==> config.mk <==
export PLATFORM = sky130hd
export DESIGN_NAME = triangle_assembly_cull_core
export DESIGN_NICKNAME = d
export VERILOG_FILES = /design/src/sv/tac_pkg.sv /design/src/sv/tac_assemble.sv /design/src/sv/tac_cull.sv /design/src/sv/triangle_assembly_cull_core.sv
export SDC_FILE = /design/constraint.sdc
export NUM_CORES = 2
export LEC_CHECK = 0
export ABC_AREA = 1
export BUFFER_PORTS_ARGS = -buffer_cell sky130_fd_sc_hd__buf_2
export CAP_MARGIN = 20
export CELL_PAD_IN_SITES_DETAIL_PLACEMENT = 0
export CELL_PAD_IN_SITES_GLOBAL_PLACEMENT = 1
export CORE_UTILIZATION = 51
export CTS_CLUSTER_DIAMETER = 30
export DETAILED_ROUTE_END_ITERATION = 10
export PLACE_DENSITY_LB_ADDON = 0.25
export RECOVER_POWER = 25
export SLEW_MARGIN = 10
export SYNTH_ARGS = -nofsm -noshare
export SYNTH_HDL_FRONTEND = slang
export SYNTH_HIERARCHICAL = 1
export SYNTH_SLANG_ARGS = --single-unit
==> constraint.sdc <==
create_clock -name i_clk -period 7.6 [get_ports i_clk]
set_input_delay 0.38 -clock i_clk [delete_from_list [all_inputs] [get_ports i_clk]]
set_output_delay 0.38 -clock i_clk [all_outputs]
set_load 0.03 [all_outputs]
==> src/sv/tac_pkg.sv <==
// ----------------------------------------------------------------------------
// tac_pkg
// Shared types and topology codes for triangle assembly and culling.
// ----------------------------------------------------------------------------
package tac_pkg;

    typedef logic [1:0] t_mode;

    localparam t_mode TOPO_LIST  = 2'd0;
    localparam t_mode TOPO_STRIP = 2'd1;
    localparam t_mode TOPO_FAN   = 2'd2;

    localparam int unsigned SEEN_FULL  = 2;
    localparam int unsigned PHASE_LAST = 2;

endpackage

==> src/sv/tac_assemble.sv <==
// ----------------------------------------------------------------------------
// tac_assemble
// Vertex history, batch counters and triangle selection. Registers the edge
// differences and tags of each formed triangle.
// ----------------------------------------------------------------------------
module tac_assemble #(
    parameter int COORD_BITS = 16,
    parameter int TAG_BITS   = 16
) (
    input  logic                        i_clk,
    input  logic                        i_rst_n,
    input  logic                        i_cfg_we,
    input  tac_pkg::t_mode              i_cfg_data,
    input  logic                        i_valid,
    output logic                        o_ready,
    input  logic signed [COORD_BITS-1:0] i_pos_x,
    input  logic signed [COORD_BITS-1:0] i_pos_y,
    input  logic [TAG_BITS-1:0]         i_vertex_tag,
    input  logic                        i_restart,
    output logic                        o_s1_valid,
    input  logic                        i_s1_ready,
    output logic signed [COORD_BITS:0]  o_d1,
    output logic signed [COORD_BITS:0]  o_d2,
    output logic signed [COORD_BITS:0]  o_d3,
    output logic signed [COORD_BITS:0]  o_d4,
    output logic [TAG_BITS-1:0]         o_tag_a,
    output logic [TAG_BITS-1:0]         o_tag_b,
    output logic [TAG_BITS-1:0]         o_tag_c
);
    import tac_pkg::*;

    localparam int DW = COORD_BITS + 1;

    t_mode                   r_mode;
    logic [1:0]              r_seen;
    logic [1:0]              r_phase;
    logic                    r_parity;
    logic signed [COORD_BITS-1:0] r_older_x, r_older_y;
    logic signed [COORD_BITS-1:0] r_newer_x, r_newer_y;
    logic signed [COORD_BITS-1:0] r_anchor_x, r_anchor_y;
    logic [TAG_BITS-1:0]     r_older_tag, r_newer_tag, r_anchor_tag;
    logic                    r_s1_valid;
    logic signed [DW-1:0]    r_d1, r_d2, r_d3, r_d4;
    logic [TAG_BITS-1:0]     r_tag_a, r_tag_b, r_tag_c;

    logic [1:0]              seen;
    logic [1:0]              phase;
    logic                    parity;
    logic                    full;
    logic                    formed;
    logic                    accept;
    logic signed [COORD_BITS-1:0] ax, ay, bx, by;
    logic [TAG_BITS-1:0]     atag, btag;

    assign o_ready = !r_s1_valid || i_s1_ready;
    assign accept  = i_valid && o_ready;

    // apply restart before the vertex is used
    assign seen   = i_restart ? 2'd0 : r_seen;
    assign phase  = i_restart ? 2'd0 : r_phase;
    assign parity = i_restart ? 1'b0 : r_parity;
    assign full   = (seen == 2'(SEEN_FULL));

    always_comb begin
        formed = 1'b0;
        ax     = r_older_x;
        ay     = r_older_y;
        atag   = r_older_tag;
        bx     = r_newer_x;
        by     = r_newer_y;
        btag   = r_newer_tag;
        unique case (r_mode)
            TOPO_LIST: begin
                formed = full && (phase == 2'(PHASE_LAST));
            end
            TOPO_STRIP: begin
                formed = full;
                if (parity) begin
                    ax   = r_newer_x;
                    ay   = r_newer_y;
                    atag = r_newer_tag;
                    bx   = r_older_x;
                    by   = r_older_y;
                    btag = r_older_tag;
                end
            end
            TOPO_FAN: begin
                formed = full;
                ax     = r_anchor_x;
                ay     = r_anchor_y;
                atag   = r_anchor_tag;
            end
            default: begin
                formed = 1'b0;
            end
        endcase
    end

    always_ff @(posedge i_clk) begin
        if (!i_rst_n) begin
            r_mode   <= TOPO_LIST;
            r_seen   <= 2'd0;
            r_phase  <= 2'd0;
            r_parity <= 1'b0;
        end else begin
            if (i_cfg_we) begin
                r_mode <= i_cfg_data;
            end
            if (accept) begin
                r_parity <= full ? !parity : parity;
                r_phase  <= (phase >= 2'(PHASE_LAST)) ? 2'd0 : phase + 2'd1;
                r_seen   <= full ? seen : seen + 2'd1;
            end
        end
    end

    always_ff @(posedge i_clk) begin
        if (accept) begin
            if (seen == 2'd0) begin
                r_anchor_x   <= i_pos_x;
                r_anchor_y   <= i_pos_y;
                r_anchor_tag <= i_vertex_tag;
            end
            r_older_x   <= r_newer_x;
            r_older_y   <= r_newer_y;
            r_older_tag <= r_newer_tag;
            r_newer_x   <= i_pos_x;
            r_newer_y   <= i_pos_y;
            r_newer_tag <= i_vertex_tag;
        end
    end

    always_ff @(posedge i_clk) begin
        if (!i_rst_n) begin
            r_s1_valid <= 1'b0;
        end else if (o_ready) begin
            r_s1_valid <= accept && formed;
        end
    end

    // edge differences: (b-a).x, (c-a).y, (b-a).y, (c-a).x
    always_ff @(posedge i_clk) begin
        if (accept) begin
            r_d1    <= DW'(bx) - DW'(ax);
            r_d2    <= DW'(i_pos_y) - DW'(ay);
            r_d3    <= DW'(by) - DW'(ay);
            r_d4    <= DW'(i_pos_x) - DW'(ax);
            r_tag_a <= atag;
            r_tag_b <= btag;
            r_tag_c <= i_vertex_tag;
        end
    end

    assign o_s1_valid = r_s1_valid;
    assign o_d1       = r_d1;
    assign o_d2       = r_d2;
    assign o_d3       = r_d3;
    assign o_d4       = r_d4;
    assign o_tag_a    = r_tag_a;
    assign o_tag_b    = r_tag_b;
    assign o_tag_c    = r_tag_c;

endmodule

==> src/sv/tac_cull.sv <==
// ----------------------------------------------------------------------------
// tac_cull
// Cross product of the triangle edges and back-face test. Products are
// registered, then compared; kept triangles go to the result register.
// ----------------------------------------------------------------------------
module tac_cull #(
    parameter int COORD_BITS = 16,
    parameter int TAG_BITS   = 16
) (
    input  logic                        i_clk,
    input  logic                        i_rst_n,
    input  logic                        i_s1_valid,
    output logic                        o_s1_ready,
    input  logic signed [COORD_BITS:0]  i_d1,
    input  logic signed [COORD_BITS:0]  i_d2,
    input  logic signed [COORD_BITS:0]  i_d3,
    input  logic signed [COORD_BITS:0]  i_d4,
    input  logic [TAG_BITS-1:0]         i_tag_a,
    input  logic [TAG_BITS-1:0]         i_tag_b,
    input  logic [TAG_BITS-1:0]         i_tag_c,
    output logic                        o_valid,
    input  logic                        i_ready,
    output logic [TAG_BITS-1:0]         o_tag_a,
    output logic [TAG_BITS-1:0]         o_tag_b,
    output logic [TAG_BITS-1:0]         o_tag_c
);
    import tac_pkg::*;

    localparam int PW = 2 * (COORD_BITS + 1);

    logic                 r_s2_valid;
    logic signed [PW-1:0] r_p;
    logic signed [PW-1:0] r_q;
    logic [TAG_BITS-1:0]  r_s2_tag_a, r_s2_tag_b, r_s2_tag_c;
    logic                 r_o_valid;
    logic [TAG_BITS-1:0]  r_o_tag_a, r_o_tag_b, r_o_tag_c;

    logic                 out_en;
    logic                 s2_en;
    logic signed [PW-1:0] n_p;
    logic signed [PW-1:0] n_q;

    assign out_en     = !r_o_valid || i_ready;
    assign s2_en      = !r_s2_valid || out_en;
    assign o_s1_ready = s2_en;

    assign n_p = PW'(i_d1) * PW'(i_d2);
    assign n_q = PW'(i_d3) * PW'(i_d4);

    always_ff @(posedge i_clk) begin
        if (!i_rst_n) begin
            r_s2_valid <= 1'b0;
            r_o_valid  <= 1'b0;
        end else begin
            if (s2_en) begin
                r_s2_valid <= i_s1_valid;
            end
            if (out_en) begin
                // drop back-facing triangles
                r_o_valid <= r_s2_valid && (r_p >= r_q);
            end
        end
    end

    always_ff @(posedge i_clk) begin
        if (s2_en && i_s1_valid) begin
            r_p        <= n_p;
            r_q        <= n_q;
            r_s2_tag_a <= i_tag_a;
            r_s2_tag_b <= i_tag_b;
            r_s2_tag_c <= i_tag_c;
        end
        if (out_en && r_s2_valid) begin
            r_o_tag_a <= r_s2_tag_a;
            r_o_tag_b <= r_s2_tag_b;
            r_o_tag_c <= r_s2_tag_c;
        end
    end

    assign o_valid = r_o_valid;
    assign o_tag_a = r_o_tag_a;
    assign o_tag_b = r_o_tag_b;
    assign o_tag_c = r_o_tag_c;

endmodule

==> src/sv/triangle_assembly_cull_core.sv <==
// ----------------------------------------------------------------------------
// triangle_assembly_cull_core
// Primitive assembly (list, strip, fan) with back-face culling.
// ----------------------------------------------------------------------------
// Takes one vertex per cycle and keeps up at that rate indefinitely when the
// result side is ready. A kept triangle reaches o_valid through the stage
// registers in order: the transaction of its last vertex registers the edge
// differences of the selected vertices, then both cross-product multiplies
// are registered, then the sign compare is registered into the result
// register. Each stage has its own valid and
// stalls only when the stage after it is full, so a waiting result does not
// block input while the pipeline has room. Culled triangles and vertices that
// complete no triangle produce no transaction. Write i_cfg_data only while the
// block is idle.
module triangle_assembly_cull_core #(
    parameter int COORD_BITS = 16,
    parameter int TAG_BITS   = 16
) (
    input  logic                        i_clk,
    input  logic                        i_rst_n,
    input  logic                        i_cfg_we,
    input  tac_pkg::t_mode              i_cfg_data,
    input  logic                        i_valid,
    output logic                        o_ready,
    input  logic signed [COORD_BITS-1:0] i_pos_x,
    input  logic signed [COORD_BITS-1:0] i_pos_y,
    input  logic [TAG_BITS-1:0]         i_vertex_tag,
    input  logic                        i_restart,
    output logic                        o_valid,
    input  logic                        i_ready,
    output logic [TAG_BITS-1:0]         o_tag_a,
    output logic [TAG_BITS-1:0]         o_tag_b,
    output logic [TAG_BITS-1:0]         o_tag_c
);
    import tac_pkg::*;

    logic                        w_s1_valid;
    logic                        w_s1_ready;
    logic signed [COORD_BITS:0]  w_d1, w_d2, w_d3, w_d4;
    logic [TAG_BITS-1:0]         w_tag_a, w_tag_b, w_tag_c;

    tac_assemble #(
        .COORD_BITS (COORD_BITS),
        .TAG_BITS   (TAG_BITS)
    ) u_assemble (
        .i_clk        (i_clk),
        .i_rst_n      (i_rst_n),
        .i_cfg_we     (i_cfg_we),
        .i_cfg_data   (i_cfg_data),
        .i_valid      (i_valid),
        .o_ready      (o_ready),
        .i_pos_x      (i_pos_x),
        .i_pos_y      (i_pos_y),
        .i_vertex_tag (i_vertex_tag),
        .i_restart    (i_restart),
        .o_s1_valid   (w_s1_valid),
        .i_s1_ready   (w_s1_ready),
        .o_d1         (w_d1),
        .o_d2         (w_d2),
        .o_d3         (w_d3),
        .o_d4         (w_d4),
        .o_tag_a      (w_tag_a),
        .o_tag_b      (w_tag_b),
        .o_tag_c      (w_tag_c)
    );

    tac_cull #(
        .COORD_BITS (COORD_BITS),
        .TAG_BITS   (TAG_BITS)
    ) u_cull (
        .i_clk      (i_clk),
        .i_rst_n    (i_rst_n),
        .i_s1_valid (w_s1_valid),
        .o_s1_ready (w_s1_ready),
        .i_d1       (w_d1),
        .i_d2       (w_d2),
        .i_d3       (w_d3),
        .i_d4       (w_d4),
        .i_tag_a    (w_tag_a),
        .i_tag_b    (w_tag_b),
        .i_tag_c    (w_tag_c),
        .o_valid    (o_valid),
        .i_ready    (i_ready),
        .o_tag_a    (o_tag_a),
        .o_tag_b    (o_tag_b),
        .o_tag_c    (o_tag_c)
    );

    a_s1_from_input: assert property (@(posedge i_clk) disable iff (!i_rst_n)
        $rose(w_s1_valid) |-> $past(i_valid && o_ready))
        else $error("triangle stage filled without an input transaction");

    a_s1_hold: assert property (@(posedge i_clk) disable iff (!i_rst_n)
        w_s1_valid && !w_s1_ready |=> w_s1_valid && $stable(w_tag_c))
        else $error("stalled triangle stage lost its contents");

    a_reset_empty: assert property (@(posedge i_clk)
        !i_rst_n |=> !o_valid && !w_s1_valid)
        else $error("pipeline not empty after reset");

endmodule

* Word level (Yosys, flattened, before mapping)
Cells that the tools add are included.
** Storage, ports and cells
- Bits of input ports :: 56
- Register bits :: 418
- Output and inout port bits :: 50
** Operators by class
- Order comparisons :: 2
- $mul :: 2
- Mux-type cells :: 19
- Reduce and logical (&&, ||, !) cells :: 17
- Equal/unequal tests :: 4
- $add $sub $neg :: 6
** Operator list (count)
- 16-bit two-way mux :: 9
- 16-bit one-hot mux with 2 select lines :: 3
- 17-bit by 17-bit multiplier with 34-bit output :: 2
- 16-bit by 16-bit subtractor with 17-bit output :: 4
- 34-bit >= comparator :: 1
- 2-bit two-way mux :: 4
- 2-bit == test, second input constant :: 3
- 1-bit logical AND :: 6
- 2-bit by 1-bit adder with 2-bit output, second input constant :: 2
- 1-bit logical NOT :: 4
- 2-bit logical NOT :: 2
- 1-bit logical OR :: 3
- 2-bit by 1-bit == test with 1-bit output, second input constant :: 1
- 2-bit >= comparator, second input constant :: 1
- 1-bit two-way mux :: 2
- 1-bit one-hot mux with 2 select lines :: 1
- 2-bit AND reduction :: 1
- 2-bit OR reduction :: 1

* Logic depth before layout (Yosys ltp)
- Depth after elaboration :: 6
- Mapped depth :: 29
- Gate-level depth less buffers :: 27

* Modules after synthesis
Netlist, hierarchy kept.
** By module, submodules not included
- tac_cull :: cells each 3216, instances 1, area an instance 28816.4 um^2, seq. area each 4964.8 um^2
- tac_assemble :: cells each 1470, instances 1, area an instance 13327.8 um^2, seq. area each 7487.2 um^2

* Least setup slack after synthesis
Ideal clock, no wire load.
- Kind :: register to register
- Start point :: register u_cull.r_o_valid, in the netlist u_cull/o_valid
- End point :: register u_assemble.r_parity
- Path buffers :: 0
- Setup time :: 0.138 ns
- Arrival :: 5.693 ns
- Stages on the path, launching flop included :: 11
- Setup slack :: 1.769 ns
- Path through :: dfxtp_1 -> inv_1 -> nor2_1 -> nand2_1 -> inv_1 -> nand2_1 -> nand2_1 -> inv_1 -> nand2_1 -> o21ai_0 -> a31oi_1
** Between the ends
- Longest elaborated chain between the ends :: 5
** RTL lines
- start: declaration :: line tac_cull.sv:35 : logic r_o_valid;
- start signal: assignment :: line tac_cull.sv:60 : r_o_valid <= r_s2_valid && (r_p >= r_q);
- 1-bit logical NOT :: line tac_cull.sv:43 : assign out_en = !r_o_valid || i_ready;
- 1-bit logical OR :: line tac_cull.sv:43
- 1-bit logical OR :: line tac_cull.sv:44 : assign s2_en = !r_s2_valid || out_en;
- via w_s1_ready :: line triangle_assembly_cull_core.sv:38 : logic w_s1_ready;
- 1-bit logical OR :: line tac_assemble.sv:55 : assign o_ready = !r_s1_valid || i_s1_ready;
- via o_ready :: line triangle_assembly_cull_core.sv:24 : output logic o_ready,
- 1-bit logical AND :: line tac_assemble.sv:56 : assign accept = i_valid && o_ready;
- via u_assemble.accept :: line tac_assemble.sv:51 : logic accept;
- end signal: assignment :: line tac_assemble.sv:110 : r_parity <= full ? !parity : parity;
- end: declaration :: line tac_assemble.sv:37 : logic r_parity;
The timed path passes the listed nets, and every way through them passes these cells.
A chain may end at the register's enable or synchronous reset.

* Final worst setup path
- Start point :: register u_assemble.r_d4[2], in the netlist u_assemble/o_d4[2]
- End point :: register u_cull.r_q[31], data pin
** Between the ends
- Longest elaborated chain between the ends :: 1
** RTL lines
- start: declaration :: line tac_assemble.sv:43 : logic signed [DW-1:0] r_d1, r_d2, r_d3, r_d4;
- start signal: assignment :: line tac_assemble.sv:147 : r_d4 <= DW'(i_pos_x) - DW'(ax);
- 17-bit by 17-bit multiplier with 34-bit output :: line tac_cull.sv:48 : assign n_q = PW'(i_d3) * PW'(i_d4);
- via u_cull.n_q[31] :: line tac_cull.sv:41 : logic signed [PW-1:0] n_q;
- end signal: assignment :: line tac_cull.sv:68 : r_q <= n_q;
- end: declaration :: line tac_cull.sv:33 : logic signed [PW-1:0] r_q;
The timed path passes the listed nets, and every way through them passes these cells.

==> reports/metrics.csv <==
metric;value;unit
setup_viol_count_final;0;
period_needed;6470;ps
wl;106;mm
die_y;289;um
grt_pass1_vias;31400;
cts_resized;0;
die_w;289;um
cts-root-buf;clkbuf_16;
slew_headroom;30.3;%
cp.required;7950;ps
finalMaxSlewViolations;0;
post_synth.cell_area_avg;8.99;sq um
place_inst;5718;
gr-total-overflow;0;
hold_violations;0;
syn-num-nets;5585;
insertion_delay;680;ps
antenna_found_initial;5;
fillCellCount;7323;
synth-async-reset-ratio;0;%
cp_max_fo;17;
num_rows;105;
final_common_cell;nand2_1;
rsz0062_at_grt;false;
clk_pin_slew;40;ps
drt_iter0_markers;1979;
startpoint_type;flip-flop;
vias_per_cell;5.04;
ys_seq_area_share;29.5;%
clockBufferDepth;3;
cts_made_buffers;90;
synth_flop_cell;edfxtp_1;
synth_top_area_share;29.1;%
diodes;0;
antenna_left;0;
syn-cell-area;42100;sq um
final_cells;5928;
critPathCaptureType;flip-flop;
whs;48.3;ps
cap_violations;0;
fin_crit_sh;85.1;%
fin_worst_skew;73.6;ps
htreeDepth;3;
gp_congestion;0.905;
synth-warning-count;6;
dp_slack;1190;ps
num_vias;29900;
status;finished clean;
syn_inst;4686;
cts_tree;yes;
worstMarginPinSlew;1040;ps
grt_max_degree;125;
drive_gt1_share;6.65;%
routedWlPerCell;17.9;um
netlist.top_cell.by_area;edfxtp_1;
post_cts_buffers;0;
core_region_area;82000;sq um
hpwl;82.2;mm
final_cell_mix;1232 x nand2_1, 1186 x inv_1, 592 x fa_1, 408 x edfxtp_1, 249 x ha_1;
synth_edf_count;408;
fin_nets;5683;
synth_area_leaders;edfxtp_1 29%, fa_1 28%, nand2_1 11%;
ys_types;63;
start_util;51.4;%
hold_path.class;primary input to flip-flop;
grt_pass1_wl;170;mm
fmax;0.155;GHz
critPathKind;flip-flop to flip-flop;
tns;0;ps
area_delta_synth_final;11.5;%
io_pins;106;
cts.sinks;418;
ys_ff_latch;418;
dr.pass1.iters;6;
grt_use_total;26.5;%
critical_path_arrival;6820;ps
drc;0;
place.port_buffers;105;
die-area;83800;sq um
layout_setup_ws;1130;ps
## final timing paths
check                           cells past startpoint            startpoint  slack, ps                   end
worst max-delay path                               19    u_assemble/o_d4[2]       1130        u_cull/r_q[31]
worst min-delay path                                3              i_cfg_we         50  u_assemble/r_mode[0]
worst max register to register                     19    u_assemble/o_d4[2]       1130        u_cull/r_q[31]
worst min register to register                      0  u_cull/r_s2_tag_a[8]        410     u_cull/o_tag_a[8]
## state kept, by name, indices dropped and copies added (netlist names), 17 cells and up
register and count:
u_cull/r_q 34, u_assemble/o_d1 17, u_cull/r_p 34, u_assemble/o_d4 17
u_assemble/o_d3 17, u_assemble/o_d2 17
## worst max-delay path, stage by stage, from the launching register on
cell and delay (ps):
edfxtp_1 850, nand2_1 190, inv_1 170, fa_1 590, fa_1 820, inv_1 180
fa_1 510, fa_1 560, fa_1 420, fa_1 490, inv_1 40, ha_1 350
nand2_1 170, inv_1 80, a21oi_1 230, o221ai_1 130, a21oi_1 190, nand2_1 70
nand2_1 60, nand2_1 50
## cell usage after synthesis, drive strengths merged (5+ instances only)
cell / count
nand2: 1261
inv: 1199
fa: 592
edfxtp: 408
ha: 251
nor2: 156
clkbuf: 151
nand3: 126
o21ai: 123
a21oi: 103
xor2: 62
xnor2: 40
nor3: 35
a22o: 30
nand4: 26
a21o: 17
o21bai: 16
buf: 14
a21boi: 11
a31oi: 10
dfxtp: 10
or2: 9
nor4: 5
o31ai: 5
## area by class of cell
type                       instances  area, sq um  share of cell area [%]
clock buffer                     103         2300                    4.90
clock inverter                    63          764                    1.63
inverter                        1200         4510                    9.60
multi-input combinational       2903        24600                    52.2
sequential                       418        12500                    26.5
tap                             1070         1340                    2.85
timing repair buffer             171         1080                    2.30
## cell families (layout without fill, tap and decap cells)
logic type | after synthesis | after routing | synth area share (%)
AO/OA/AOI/OAI | 329 | 329 | 4.80
buffers and inverters | 1365 | 1537 | 12.3
XOR/XNOR | 102 | 102 | 2.12
adder cells (fa/ha/maj) | 843 | 843 | 35.6
flip-flops | 418 | 418 | 29.5
AND/OR/NAND/NOR | 1629 | 1629 | 15.7
## what timing repair did
action	in CTS	in global routing
setup endpoints to repair	0	0
hold endpoints to repair	88	0
hold buffers	44	0
## stage by stage
stage	cell area, sq um	utilization [%]
floorplan	42100	-
global placement	43500	53.1
detailed placement	43500	53.1
CTS	47100	57.4
global route	47000	57.3
finish	47000	57.3
## per-layer routing
metal	GRT usage, %	wire (um)
met1	34.6	44900
met3	5.12	6940
met2	44.6	51400
met4	8.49	2980
met5	0	0
Power is left out: the tool's default activity adds up to more than one toggle a clock period on the data nets, which glitch-free logic cannot reach.
